**src/rtl/fpr_pkg.sv**
```systemverilog
// ----------------------------------------------------------------------------
// fpr_pkg
// Shared types and constants of the framed packet receiver: status codes,
// control states, the result record and the frame layout constants.
// ----------------------------------------------------------------------------
package fpr_pkg;

	// Default capacity of the packet store in bytes.
	localparam int FPR_BUFFER_BYTES = 32;

	// Frame layout: preamble, command and length make up the header.
	localparam logic [7:0] FPR_PREAMBLE     = 8'hA5;
	localparam int         FPR_HEADER_BYTES = 3;
	localparam int         FPR_MIN_BYTES    = 4;

	// Status reported with the closing result of a packet.
	typedef enum logic [2:0] {
		FPR_ST_OK           = 3'd0,
		FPR_ST_NO_FIRST     = 3'd1,
		FPR_ST_BAD_PREAMBLE = 3'd2,
		FPR_ST_TOO_SHORT    = 3'd3,
		FPR_ST_INCOMPLETE   = 3'd4,
		FPR_ST_BAD_CHECKSUM = 3'd5
	} fpr_status_t;

	// Receiver control states.
	typedef enum logic [1:0] {
		FPR_IDLE,
		FPR_COLLECT,
		FPR_DRAIN
	} fpr_state_t;

	// One result record.
	typedef struct packed {
		fpr_status_t status;
		logic [7:0]  command;
		logic [7:0]  length;
		logic [7:0]  data_byte;
		logic        data_valid;
		logic        last;
	} fpr_result_t;

endpackage

```
**src/rtl/fpr_in_if.sv**
```systemverilog
// ----------------------------------------------------------------------------
// fpr_in_if
// Event channel into the receiver: a received byte or a gap timeout.
// ----------------------------------------------------------------------------
interface fpr_in_if;

	logic       valid;
	logic       ready;
	logic       mode;
	logic [7:0] byte_value;

	modport source (output valid, output mode, output byte_value, input ready);
	modport sink   (input valid, input mode, input byte_value, output ready);

endinterface

```
**src/rtl/fpr_out_if.sv**
```systemverilog
// ----------------------------------------------------------------------------
// fpr_out_if
// Result channel out of the receiver: payload bytes and the closing status.
// ----------------------------------------------------------------------------
interface fpr_out_if;

	logic       valid;
	logic       ready;
	logic [2:0] status;
	logic [7:0] command;
	logic [7:0] length;
	logic [7:0] data_byte;
	logic       data_valid;
	logic       last;

	modport source (output valid, output status, output command, output length,
		output data_byte, output data_valid, output last, input ready);
	modport sink   (input valid, input status, input command, input length,
		input data_byte, input data_valid, input last, output ready);

endinterface

```
**src/rtl/fpr_store.sv**
```systemverilog
// ----------------------------------------------------------------------------
// fpr_store
// Packet byte store: one write port and one read port with registered read
// data. The read address is the next payload position, so the byte is
// ready when the next drain transaction arrives.
// ----------------------------------------------------------------------------
module fpr_store
	import fpr_pkg::*;
#(
	parameter int BUFFER_BYTES = FPR_BUFFER_BYTES,
	localparam int AW = $clog2(BUFFER_BYTES)
) (
	input  logic          clk,
	input  logic          wr_en,
	input  logic [AW-1:0] wr_addr,
	input  logic [7:0]    wr_data,
	input  logic [AW-1:0] rd_addr,
	output logic [7:0]    rd_data
);

	logic [7:0] mem_q [BUFFER_BYTES];
	logic [7:0] rd_data_q;

	// Write port.
	always_ff @(posedge clk) begin
		if (wr_en) begin
			mem_q[wr_addr] <= wr_data;
		end
	end

	// Registered read port.
	always_ff @(posedge clk) begin
		rd_data_q <= mem_q[rd_addr];
	end

	assign rd_data = rd_data_q;

endmodule

```
**src/rtl/fpr_core.sv**
```systemverilog
// ----------------------------------------------------------------------------
// fpr_core
// Receiver control: collects the frame, keeps the running checksum, checks
// the finished packet and steps through the payload bytes.
// ----------------------------------------------------------------------------
module fpr_core
	import fpr_pkg::*;
#(
	parameter int BUFFER_BYTES = FPR_BUFFER_BYTES,
	localparam int AW = $clog2(BUFFER_BYTES),
	localparam int CW = $clog2(BUFFER_BYTES + 1)
) (
	input  logic          clk,
	input  logic          arst_n,
	fpr_in_if.sink        rx,
	input  logic          out_free,
	output fpr_result_t   result,
	output logic          result_vld,
	output logic          wr_en,
	output logic [AW-1:0] wr_addr,
	output logic [7:0]    wr_data,
	output logic [AW-1:0] rd_addr,
	input  logic [7:0]    rd_data
);

	fpr_state_t    state_q, state_d;
	logic [CW-1:0] cnt_q, cnt_d;
	logic [7:0]    sum_q, sum_d;
	logic [7:0]    cmd_q, cmd_d;
	logic [7:0]    len_q, len_d;
	logic [7:0]    d3_q, d3_d;
	logic [7:0]    ck_q, ck_d;
	logic [AW-1:0] pos_q, pos_d;
	logic          accept;
	logic          fin;
	logic [7:0]    cmd_f;
	logic [7:0]    len_f;
	logic [7:0]    want;
	fpr_status_t   st_f;

	assign rx.ready = out_free;
	assign accept   = rx.valid && out_free;
	assign wr_data  = rx.byte_value;

	// State and packet registers.
	always_ff @(posedge clk or negedge arst_n) begin
		if (!arst_n) begin
			state_q <= FPR_IDLE;
			cnt_q   <= '0;
			sum_q   <= '0;
			pos_q   <= '0;
		end else begin
			state_q <= state_d;
			cnt_q   <= cnt_d;
			sum_q   <= sum_d;
			pos_q   <= pos_d;
		end
	end

	always_ff @(posedge clk) begin
		cmd_q <= cmd_d;
		len_q <= len_d;
		d3_q  <= d3_d;
		ck_q  <= ck_d;
	end

	// Next state, store writes and the result of the accepted transaction.
	always_comb begin
		state_d    = state_q;
		cnt_d      = cnt_q;
		sum_d      = sum_q;
		cmd_d      = cmd_q;
		len_d      = len_q;
		d3_d       = d3_q;
		ck_d       = ck_q;
		pos_d      = pos_q;
		fin        = 1'b0;
		wr_en      = 1'b0;
		wr_addr    = '0;
		result_vld = 1'b0;
		result     = '0;
		cmd_f      = '0;
		len_f      = '0;
		want       = '0;
		st_f       = FPR_ST_OK;

		unique case (state_q)
			FPR_IDLE: begin
				if (accept) begin
					if (rx.mode) begin
						result_vld    = 1'b1;
						result.status = FPR_ST_NO_FIRST;
						result.last   = 1'b1;
					end else if (rx.byte_value != FPR_PREAMBLE) begin
						result_vld    = 1'b1;
						result.status = FPR_ST_BAD_PREAMBLE;
						result.last   = 1'b1;
					end else begin
						wr_en   = 1'b1;
						cnt_d   = CW'(1);
						sum_d   = rx.byte_value;
						state_d = FPR_COLLECT;
					end
				end
			end
			FPR_COLLECT: begin
				if (accept) begin
					if (rx.mode) begin
						fin = 1'b1;
					end else begin
						wr_en   = 1'b1;
						wr_addr = cnt_q[AW-1:0];
						if (cnt_q == CW'(1)) begin
							cmd_d = rx.byte_value;
						end
						if (cnt_q == CW'(2)) begin
							len_d = rx.byte_value;
						end
						if (cnt_q == CW'(FPR_HEADER_BYTES)) begin
							d3_d = rx.byte_value;
						end
						// The checksum byte sits right after the declared payload.
						if (cnt_q >= CW'(FPR_HEADER_BYTES) &&
							9'(cnt_q) == 9'(FPR_HEADER_BYTES) + {1'b0, len_q}) begin
							ck_d = rx.byte_value;
						end
						// Header and payload bytes enter the running sum.
						if (cnt_q < CW'(FPR_HEADER_BYTES) ||
							(9'(cnt_q) - 9'(FPR_HEADER_BYTES)) < {1'b0, len_q}) begin
							sum_d = sum_q + rx.byte_value;
						end
						cnt_d = cnt_q + CW'(1);
						if (cnt_d == CW'(BUFFER_BYTES)) begin
							fin = 1'b1;
						end
					end
				end
			end
			FPR_DRAIN: begin
				if (accept) begin
					result_vld     = 1'b1;
					result.command = cmd_q;
					result.length  = len_q;
					if (8'(pos_q) < len_q) begin
						result.data_byte  = rd_data;
						result.data_valid = 1'b1;
						pos_d             = pos_q + AW'(1);
					end else begin
						result.last = 1'b1;
						pos_d       = '0;
						state_d     = FPR_IDLE;
					end
				end
			end
			default: begin
				state_d = FPR_IDLE;
			end
		endcase

		// Packet check at the end of collection.
		if (fin) begin
			cmd_f = (cnt_d >= CW'(2)) ? cmd_d : 8'h00;
			len_f = (cnt_d >= CW'(3)) ? len_d : 8'h00;
			want  = 8'h00 - sum_d;
			if (cnt_d < CW'(FPR_MIN_BYTES)) begin
				st_f = FPR_ST_TOO_SHORT;
			end else if (9'(cnt_d) < 9'(FPR_MIN_BYTES) + {1'b0, len_f}) begin
				st_f = FPR_ST_INCOMPLETE;
			end else if (ck_d != want) begin
				st_f = FPR_ST_BAD_CHECKSUM;
			end else begin
				st_f = FPR_ST_OK;
			end
			result_vld     = 1'b1;
			result.command = cmd_f;
			result.length  = len_f;
			if (st_f == FPR_ST_OK && len_f != 8'h00) begin
				result.data_byte  = d3_d;
				result.data_valid = 1'b1;
				pos_d             = AW'(1);
				state_d           = FPR_DRAIN;
			end else begin
				result.status = st_f;
				result.last   = 1'b1;
				state_d       = FPR_IDLE;
			end
		end
	end

	// The store is read one payload position ahead of the drain.
	assign rd_addr = pos_d + AW'(FPR_HEADER_BYTES);

	// Every transaction taken while draining produces a result.
	a_drain_result: assert property (@(posedge clk) disable iff (!arst_n)
		accept && state_q == FPR_DRAIN |-> result_vld)
		else $error("drain transaction without result");

	// A payload byte is never the closing result and always carries OK status.
	a_payload_not_last: assert property (@(posedge clk) disable iff (!arst_n)
		result_vld && result.data_valid |-> !result.last && result.status == FPR_ST_OK)
		else $error("payload result marked last or with error status");

	// While collecting the byte count is at least one and stays below the store size.
	a_count_range: assert property (@(posedge clk) disable iff (!arst_n)
		state_q == FPR_COLLECT |-> cnt_q != '0 && cnt_q < CW'(BUFFER_BYTES))
		else $error("byte count out of range while collecting");

endmodule

```
**src/rtl/fpr_out_reg.sv**
```systemverilog
// ----------------------------------------------------------------------------
// fpr_out_reg
// Result register: holds one result until the sink takes it and tells the
// core when a new result may be loaded.
// ----------------------------------------------------------------------------
module fpr_out_reg
	import fpr_pkg::*;
(
	input  logic        clk,
	input  logic        arst_n,
	input  logic        load,
	input  fpr_result_t d,
	output logic        free,
	fpr_out_if.source   res
);

	logic        vld_q;
	fpr_result_t data_q;

	// The register is free when empty or when its result leaves this cycle.
	assign free = !vld_q || res.ready;

	always_ff @(posedge clk or negedge arst_n) begin
		if (!arst_n) begin
			vld_q <= 1'b0;
		end else if (load) begin
			vld_q <= 1'b1;
		end else if (res.ready) begin
			vld_q <= 1'b0;
		end
	end

	always_ff @(posedge clk) begin
		if (load) begin
			data_q <= d;
		end
	end

	assign res.valid      = vld_q;
	assign res.status     = data_q.status;
	assign res.command    = data_q.command;
	assign res.length     = data_q.length;
	assign res.data_byte  = data_q.data_byte;
	assign res.data_valid = data_q.data_valid;
	assign res.last       = data_q.last;

endmodule

```
**src/rtl/framed_packet_receiver_top.sv**
```systemverilog
// ----------------------------------------------------------------------------
// framed_packet_receiver_top
// Framed packet receiver with additive checksum.
// ----------------------------------------------------------------------------
// Each transaction on rx is one event: a received byte (mode 0) or a gap
// timeout (mode 1). A frame is the preamble 0xA5, a command byte, a length
// byte, the payload and a checksum byte equal to the negated 8-bit sum of all
// earlier bytes. Collection ends on a timeout or when BUFFER_BYTES bytes are
// stored; the packet is then checked. A good packet returns one payload byte
// per event that follows (the first with the event that ends collection) and
// then a closing result with last set; a failed packet returns one result
// with its error status. The core updates its state and loads the result
// register at the same clock edge, so rx accepts a new event every cycle as
// long as res is drained. The packet store has a registered read port that
// is addressed one payload byte ahead.
// ----------------------------------------------------------------------------
module framed_packet_receiver_top
	import fpr_pkg::*;
#(
	parameter int BUFFER_BYTES = FPR_BUFFER_BYTES
) (
	input  logic      clk,
	input  logic      arst_n,
	fpr_in_if.sink    rx,
	fpr_out_if.source res
);

	localparam int AW = $clog2(BUFFER_BYTES);

	fpr_result_t   result;
	logic          result_vld;
	logic          out_free;
	logic          wr_en;
	logic [AW-1:0] wr_addr;
	logic [7:0]    wr_data;
	logic [AW-1:0] rd_addr;
	logic [7:0]    rd_data;

	// Frame control and checking.
	fpr_core #(
		.BUFFER_BYTES(BUFFER_BYTES)
	) u_core (
		.clk       (clk),
		.arst_n    (arst_n),
		.rx        (rx),
		.out_free  (out_free),
		.result    (result),
		.result_vld(result_vld),
		.wr_en     (wr_en),
		.wr_addr   (wr_addr),
		.wr_data   (wr_data),
		.rd_addr   (rd_addr),
		.rd_data   (rd_data)
	);

	// Packet byte store.
	fpr_store #(
		.BUFFER_BYTES(BUFFER_BYTES)
	) u_store (
		.clk    (clk),
		.wr_en  (wr_en),
		.wr_addr(wr_addr),
		.wr_data(wr_data),
		.rd_addr(rd_addr),
		.rd_data(rd_data)
	);

	// Result register toward the sink.
	fpr_out_reg u_out_reg (
		.clk   (clk),
		.arst_n(arst_n),
		.load  (result_vld),
		.d     (result),
		.free  (out_free),
		.res   (res)
	);

endmodule

```
**src/flat_wrapper.sv**
```systemverilog
// flat-port wrapper written by rule: the top's interface ports become plain ports
module framed_packet_receiver_top_flat import fpr_pkg::*;
#(
	parameter int BUFFER_BYTES = FPR_BUFFER_BYTES
)
  (clk, arst_n, rx_valid, rx_mode, rx_byte_value, rx_ready, res_valid, res_status, res_command, res_length, res_data_byte, res_data_valid, res_last, res_ready);
  fpr_in_if rx_i ();
  fpr_out_if res_i ();
  input  logic clk;
  input  logic arst_n;
  input wire logic [$bits(rx_i.valid)-1:0] rx_valid;
  input wire logic [$bits(rx_i.mode)-1:0] rx_mode;
  input wire logic [$bits(rx_i.byte_value)-1:0] rx_byte_value;
  output wire logic [$bits(rx_i.ready)-1:0] rx_ready;
  output wire logic [$bits(res_i.valid)-1:0] res_valid;
  output wire logic [$bits(res_i.status)-1:0] res_status;
  output wire logic [$bits(res_i.command)-1:0] res_command;
  output wire logic [$bits(res_i.length)-1:0] res_length;
  output wire logic [$bits(res_i.data_byte)-1:0] res_data_byte;
  output wire logic [$bits(res_i.data_valid)-1:0] res_data_valid;
  output wire logic [$bits(res_i.last)-1:0] res_last;
  input wire logic [$bits(res_i.ready)-1:0] res_ready;
  assign rx_i.valid = rx_valid;
  assign rx_i.mode = rx_mode;
  assign rx_i.byte_value = rx_byte_value;
  assign rx_ready = rx_i.ready;
  assign res_valid = res_i.valid;
  assign res_status = res_i.status;
  assign res_command = res_i.command;
  assign res_length = res_i.length;
  assign res_data_byte = res_i.data_byte;
  assign res_data_valid = res_i.data_valid;
  assign res_last = res_i.last;
  assign res_i.ready = res_ready;
  framed_packet_receiver_top #(.BUFFER_BYTES(BUFFER_BYTES)) u_core (.clk(clk), .arst_n(arst_n), .rx(rx_i), .res(res_i));
endmodule
```
**config.mk**
```make
export PLATFORM = sky130hd
export DESIGN_NAME = framed_packet_receiver_top_flat
export DESIGN_NICKNAME = d
export VERILOG_FILES = /design/src/rtl/fpr_pkg.sv /design/src/rtl/fpr_in_if.sv /design/src/rtl/fpr_out_if.sv /design/src/rtl/fpr_store.sv /design/src/rtl/fpr_core.sv /design/src/rtl/fpr_out_reg.sv /design/src/rtl/framed_packet_receiver_top.sv /design/src/flat_wrapper.sv
export SDC_FILE = /design/constraint.sdc
export NUM_CORES = 1
export LEC_CHECK = 0
export BUFFER_PORTS_ARGS = -buffer_cell sky130_fd_sc_hd__buf_2
export CAP_MARGIN = 20
export CELL_PAD_IN_SITES_DETAIL_PLACEMENT = 1
export CELL_PAD_IN_SITES_GLOBAL_PLACEMENT = 1
export CORE_ASPECT_RATIO = 1.25
export CORE_UTILIZATION = 50
export CTS_BUF_LIST = sky130_fd_sc_hd__clkbuf_2
export CTS_CLUSTER_DIAMETER = 120
export DETAILED_ROUTE_END_ITERATION = 12
export GPL_TIMING_DRIVEN = 0
export PLACE_DENSITY = 0.82
export RECOVER_POWER = 100
export SYNTH_ARGS = -nofsm -noshare
export SYNTH_HDL_FRONTEND = slang
export SYNTH_SLANG_ARGS = --single-unit
```
**constraint.sdc**
```tcl
create_clock -name clk -period 7.85 [get_ports clk]
set_input_delay 0.785 -clock clk [delete_from_list [all_inputs] [get_ports clk]]
set_output_delay 0.785 -clock clk [all_outputs]
set_load 0.05 [all_outputs]
```
Word level (Yosys, flattened, before mapping)

Memory sizes are Yosys's and may differ from the RTL's. A register that Yosys moved wholly into a read port is not among the register bits.
Cells that the tools add are included.
Widths: inputs -> output; s select.

Bits in writable memories: 256
Register bits after elaboration: 83
Memories: 1

Add/subtract/negate cells: 8
Order comparisons: 8
Reduce and logical (&&, ||, !) cells: 11
Equal/unequal tests: 15
Multiplexer cells: 84

Memories:

| memory               | words | width | read ports | clocked after memory_dff | wr ports | RTL line        | source |
|---|---|---|---|---|---|---|---|
| u_core.u_store.mem_q | 32    | 8     | 1          | 1                        | 1        | fpr_store.sv:21 | `logic [7:0] mem_q [BUFFER_BYTES];` |

Operators with widths:

| cell                | number |
|---|---|
| $mux 8              | 24 |
| $mux 5              | 8 |
| $mux 6              | 5 |
| $mux 29             | 1 |
| $mux 26             | 1 |
| $mux 25             | 1 |
| $mux 1              | 20 |
| $mux 2              | 10 |
| $ge 6x2->1 const B  | 3 |
| $mux 3              | 6 |
| $mux 9              | 2 |
| $pmux 8 s2          | 1 |
| $ne 3x3->1 const B  | 5 |
| $eq 6x2->1 const B  | 2 |
| $pmux 6 s2          | 1 |
| $add 2x8->9 const A | 1 |
| $add 3x8->9 const A | 1 |
| $eq 6x9->1          | 1 |
| $lt 6x9->1          | 1 |
| $lt 9x8->1          | 1 |
| $add 8x8->8         | 1 |
| $lt 5x8->1          | 1 |
| $ne 8x8->1          | 1 |
| $ne 8x8->1 const B  | 1 |
| other kinds (22)    | 27 |

Logic depth before layout (Yosys ltp)

Depth after elaboration: 18
Depth in mapped cells: 32
Depth with buffers taken out: 27

Cells and area by module

From an unflattened synthesis, not the netlist that was laid out.

Cells, all modules: 934
Area total of the unflattened synthesis: 15274.6 µm²

Modules (own cells, without submodules):

| module      | instances | cells an instance | area an instance (µm²) |
|---|---|---|---|
| fpr_store   | 1         | 417               | 10053.4 |
| fpr_core    | 1         | 485               | 4302.9 |
| fpr_out_reg | 1         | 32                | 918.4 |

Least setup slack after synthesis

Ideal clock, no wire load.

Path kind: in2reg
From: input port res_ready
To: register u_core.u_store.rd_data_q[5], in the netlist u_core.u_store.rd_data[5], read port of u_core.u_store.mem_q
Path slack: 1.200 ns
Setup time: 0.120 ns
Arrival: 6.531 ns
Stages: 25
Cells stage by stage: nor2b_1 > inv_2 > nand3_1 > o211ai_1 > o21ai_0 > a211oi_1 > nor2_1 > ha_1 > a21o_1 > a21oi_1 > nor4b_1 > nand4_1 > a2111oi_2 > clkbuf_1 > a21oi_1 > inv_1 > ha_1 > clkbuf_1 > nor3_1 > xnor2_1 > nor2_1 > clkbuf_1 > clkbuf_1 > nor2_1 > a211o_1

Longest elaborated chain between the ends: 16
Elaborated cells between the ends (all ways): 33

RTL lines:

| item                       | RTL line                        | source |
|---|---|---|
| start: declaration         | flat_wrapper.sv:22              | `input wire logic [$bits(res_i.ready)-1:0] res_ready;` |
| $logic_or 1x1->1 (*)       | fpr_out_reg.sv:21               | `assign free = !vld_q \|\| res.ready;` |
| net rx_ready               | flat_wrapper.sv:14              | `output wire logic [$bits(rx_i.ready)-1:0] rx_ready;` |
| $logic_and 1x1->1 (*)      | fpr_core.sv:42                  | `assign accept = rx.valid && out_free;` |
| $mux 6 (on tied branches)  | fpr_core.sv:107, fpr_core.sv:89 |  |
| $pmux 6 s2 (*)             | fpr_core.sv:87                  | `unique case (state_q)` |
| net u_core.u_core.cnt_d[3] | fpr_core.sv:27                  | `logic [CW-1:0] cnt_q, cnt_d;` |
| $ge 6x2->1                 | fpr_core.sv:163                 | `len_f = (cnt_d >= CW'(3)) ? len_d : 8'h00;` |
| $mux 8                     | fpr_core.sv:163                 |  |
| (+3 left out)              | --                              |  |
| $mux 3                     | fpr_core.sv:165                 | `if (cnt_d < CW'(FPR_MIN_BYTES)) begin` |
| $mux 3                     | fpr_core.sv:161                 | `if (fin) begin` |
| $logic_not 3->1            | fpr_core.sv:177                 | `if (st_f == FPR_ST_OK && len_f != 8'h00) begin` |
| $logic_and 1x1->1 (*)      | fpr_core.sv:177                 |  |
| $mux 5 (*)                 | fpr_core.sv:177                 |  |
| $mux 5 (*)                 | fpr_core.sv:161                 |  |
| net u_core.u_core.pos_d[1] | fpr_core.sv:33                  | `logic [AW-1:0] pos_q, pos_d;` |
| $add 5x2->5 (*)            | fpr_core.sv:191                 | `assign rd_addr = pos_d + AW'(FPR_HEADER_BYTES);` |
| end: declaration           | fpr_store.sv:22                 | `logic [7:0] rd_data_q;` |

Mark *: on every way through the listed nets, which the timed path passes. The rest lies on a longest branch. The select of a mux whose other input is x is not followed.
A chain may end at the register's enable or synchronous reset.

Final worst setup path

From: register u_core.u_core.cnt_q[3]
To: register u_core.u_store.rd_data_q[2], in the netlist u_core.u_store.rd_data[2], read port of u_core.u_store.mem_q

Longest elaborated chain between the ends: 18
Elaborated cells between the ends (all ways): 49

RTL lines:

| item                       | RTL line        | source |
|---|---|---|
| start: declaration         | fpr_core.sv:27  |  |
| start signal: assignment   | fpr_core.sv:54  | `cnt_q <= cnt_d;` |
| $sub 6x2->7                | fpr_core.sv:129 | `(9'(cnt_q) - 9'(FPR_HEADER_BYTES)) < {1'b0, len_q}) begin` |
| $lt 9x8->1                 | fpr_core.sv:129 |  |
| $logic_or 1x1->1 (*)       | fpr_core.sv:128 | `if (cnt_q < CW'(FPR_HEADER_BYTES) \|\|` |
| $mux 8 (*)                 | fpr_core.sv:128 |  |
| $mux 8 (*)                 | fpr_core.sv:108 | `if (rx.mode) begin` |
| $mux 8 (*)                 | fpr_core.sv:107 | `if (accept) begin` |
| $pmux 8 s2 (*)             | fpr_core.sv:87  |  |
| net u_core.u_core.sum_d[2] | fpr_core.sv:28  | `logic [7:0] sum_q, sum_d;` |
| (+4 left out)              | --              |  |
| $mux 3 (*)                 | fpr_core.sv:165 |  |
| $mux 3 (*)                 | fpr_core.sv:161 |  |
| $logic_not 3->1 (*)        | fpr_core.sv:177 |  |
| $logic_and 1x1->1 (*)      | fpr_core.sv:177 |  |
| $mux 5 (*)                 | fpr_core.sv:177 |  |
| $mux 5 (*)                 | fpr_core.sv:161 |  |
| net u_core.u_core.pos_d[0] | fpr_core.sv:33  |  |
| $add 5x2->5 (*)            | fpr_core.sv:191 |  |

Marks and branches as above.

==> flow_summary.json <==
{
  "status": "complete, but fails checks",
  "violations": "max-capacitance violations, max-slew violations",
  "io_pins": 44,
  "syn_area_um2": 15300,
  "synth_top_family_by_area": "multiplexers",
  "total_power_mw": 3.44,
  "worst_clock_skew_ns": 0.153,
  "h-tree-depth": 3,
  "r2r_cells": 32,
  "synth_cells": 985,
  "cts_tree": "yes",
  "avgSynthCellArea_um2": 15.5,
  "grt_pass1_wl_mm": 59.6,
  "cp.required_ns": 8.69,
  "cp-end-kind": "register",
  "syn2layout_area_growth_pct": 10.2,
  "layout-drive-gt1-share": 0.224,
  "final.setup.tns_ns": 0,
  "viasPerCell": 5.98,
  "start_util": 0.508,
  "io_buffers": 42,
  "synth.distinct_cells": 75,
  "crit_top_cell": "buf_6",
  "fin_util": 0.560,
  "cts_buffers": 80,
  "layout_common_cells": "edfxtp_1 (285), clkbuf_2 (126), nor2_1 (68)",
  "finalHoldViolations": 0,
  "period_minus_slack_ns": 7.50,
  "rsz0062_at_grt": "no",
  "gp_congestion": 0.846,
  "ys_top_cells_by_area": "edfxtp_1 (56%), mux4_2 (9.4%), dfxtp_1 (5.2%)",
  "ir_drop_mv": 0.0868,
  "synth_top_area_cell": "edfxtp_1",
  "r2r_end": "u_core.u_store.rd_data[2]$_DFF_P_",
  "yosysTopAreaCellShare": 0.559,
  "critPathBufInv": 9,
  "grtUsageTotal": 0.263,
  "min_delay_path_depth": 3,
  "die_area_um2": 31300,
  "layout.nets": 1165,
  "die_x_um": 158,
  "synth_nets": 1032,
  "drv_slew": 36,
  "vias": 9484,
  "synth-main-ff-cell": "edfxtp_1",
  "async_reset_ff_frac": 0.0634,
  "rrSetupSlack_ns": 0.35,
  "grt_max_degree": 41,
  "final_common_cell": "edfxtp_1",
  "tightest_slew_ns": 2.80,
  "grt_overflow": 0,
  "yosysSeqAreaShare": 0.647,
  "critPathLaunchType": "register",
  "p_per_area_nw_per_um2": 204,
  "antenna_left": 0,
  "fmax_mhz": 133,
  "worstHoldStart": "rx_valid",
  "synth_xor_xnor_area_share": 0.0155,
  "synth_compound_area_frac": 0.0795,
  "drv_cap": 2,
  "synth-simple-area-share": 0.0770,
  "synth-seq-cells": 347,
  "p_leak_nw": 6.07,
  "clk_latency_ns": 0.97,
  "antenna_found_initial": 1,
  "critPathTopFamily": "simple AND/OR/NAND/NOR gates",
  "fin_ws_ns": 0.349,
  "hold_end": "u_core.u_out_reg.res.valid$_DFFE_PN0P_",
  "slowest_delay_ns": 0.44,
  "synthAdderAreaFrac": 0.0283,
  "yosys_warnings": 0,
  "grt_pass1_vias": 10137,
  "path_class": "reg2reg",
  "drc": 0,
  "slew_headroom": -0.872,
  "cp_slowest_cell": "dfrtp_1",
  "r2r_start": "u_core.u_core.cnt_q[3]$_DFF_PN0_",
  "routedWlPerCell_um": 24.9,
  "synth_mux_area_frac": 0.130,
  "drt-initial-drc-count": 656,
  "ctsRootBufferMaster": "clkbuf_2",
  "period_share": 0.955,
  "crit_fanout": 10,
  "dr.pass1.iters": 5,
  "dp_slack_ns": -1.99,
  "coreArea_um2": 30100,
  "die_y_um": 198,
  "worstHoldPathType": "in2reg",
  "synth_edf_count": 285,
  "clockBufferDepth": 3,
  "dp_hpwl_mm": 25.8,
  "crit_arrival_ns": 8.34,
  "cts_sinks": 347,
  "clk_pin_slew_ns": 0.12,
  "routed_wirelength_mm": 39.4,
  "rows": 71,
  "finalSetupViolations": 0
}
[layout make-up]
| class | count | area [um^2] |
|---|---|---|
| Antenna cell | 2 | 5.00 |
| Buffer | 39 | 226 |
| Clock buffer | 118 | 591 |
| Clock inverter | 28 | 151 |
| Fill cell | 2968 | 13300 |
| Inverter | 37 | 139 |
| Multi-Input combinational cell | 561 | 5110 |
| Sequential cell | 347 | 9910 |
| Tap cell | 401 | 502 |
| Timing Repair Buffer | 52 | 229 |
[power by group]
part	switching [mW]	internal (mW)	total [mW]	leakage [nW]
Sequential	0.00969	2.00	2.01	3.21
Combinational	0.178	0.0829	0.261	2.30
Clock	0.729	0.440	1.17	0.559
Total	0.917	2.52	3.44	6.07
[through the flow]
stage / area [um^2] / std cells / hold WS, ns
after floorplan: 15300 / 985 / 0.431
after global placement: 16000 / 1428 / 0.443
after detailed placement: 16100 / 1433 / 0.458
after CTS: 16900 / 1583 / 0.266
after global routing: 16900 / 1584 / 0.299
final: 16900 / 1585 / 0.335
[worst max path at each step]
stage / cells after the start / start / endpoint
floorplan: 25 / res_ready / u_core.u_store.rd_data[5]$_DFF_P_
global placement: 23 / rx_byte_value[2] / u_core.u_store.rd_data[1]$_DFF_P_
detailed placement: 23 / rx_byte_value[2] / u_core.u_store.rd_data[1]$_DFF_P_
CTS: 32 / u_core.u_core.cnt_q[0]$_DFF_PN0_ / u_core.u_store.rd_data[2]$_DFF_P_
global route: 30 / u_core.u_core.cnt_q[0]$_DFF_PN0_ / u_core.u_store.rd_data[2]$_DFF_P_
finish: 32 / u_core.u_core.cnt_q[3]$_DFF_PN0_ / u_core.u_store.rd_data[2]$_DFF_P_
[worst reg2reg max path, delay by kind of cell, from the launching register on]
kind	cells	cell delay [ns]
DFF	1	0.44
muxes	1	0.40
AOI/OAI and AO/OA	8	1.70
adders and majority gates	2	0.44
xor gates and xnor gates	1	0.18
and+or+nand+nor	11	2.18
buffers and inverters	9	2.04
[routing by layer]
| layer | share of wire | wire (um) | GRT usage |
|---|---|---|---|
| met1 | 0.39 | 15500 | 0.313 |
| met2 | 0.51 | 20200 | 0.451 |
| met3 | 0.053 | 2080 | 0.0542 |
| met4 | 0.042 | 1650 | 0.130 |
| met5 | 0 | 0 | 0 |
[flip-flops by register name, summed over array words and instances, names as in the netlist]
signal                           count
u_core.u_core.ck_q                   8
u_core.u_out_reg.res.command         8
u_core.u_core.cmd_q                  8
u_core.u_core.pos_q                  5
u_core.u_out_reg.res.valid           1
u_core.u_out_reg.res.length          8
u_core.u_store.rd_data               8
u_core.u_out_reg.res.last            1
u_core.u_store.mem_q               256
u_core.u_out_reg.res.data_valid      1
u_core.u_core.len_q                  8
u_core.u_core.sum_q                  8
u_core.u_core.cnt_q                  6
u_core.u_out_reg.res.data_byte       8
u_core.u_out_reg.res.status          3
u_core.u_core.d3_q                   8
u_core.u_core.state_q                2
[kinds of logic (layout without fill, tap and decap cells)]
family / count (synthesis) / count (layout)
other: 0 / 2
buffers and inverters: 77 / 274
muxes: 114 / 114
AOI/OAI and AO/OA: 166 / 166
and+or+nand+nor: 223 / 223
DFF: 347 / 347
adders and majority gates: 34 / 34
xor gates and xnor gates: 24 / 24
[synth_stat cells (all sizes together) (4+ instances only)]
library cell    n
nand2          37
buf            13
clkbuf         27
nor2           69
nor4            6
a211o           7
a32o            8
nand4           5
nand3          19
mux2           25
a211oi          7
a21o           14
edfxtp        285
nor2b          11
o21ai          30
and3            5
a31oi           4
a21oi          19
or3             7
mux2i          25
dfrtp          22
xor2            9
inv            36
ha             33
and2           11
nor3           26
a22oi          11
mux4           64
dfxtp          40
a22o           21
nand2b         10
o211ai          5
xnor2          13
o22ai          10
[repair_timing]
action                                 CTS  global route
resized for setup                       14            23
pin swaps                                2             0
setup endpoints to repair                8             8
setup buffers                            4             0
endpoints found under the hold margin   22             0
hold buffers                             1             0
Power figures use the tool's default switching activity.
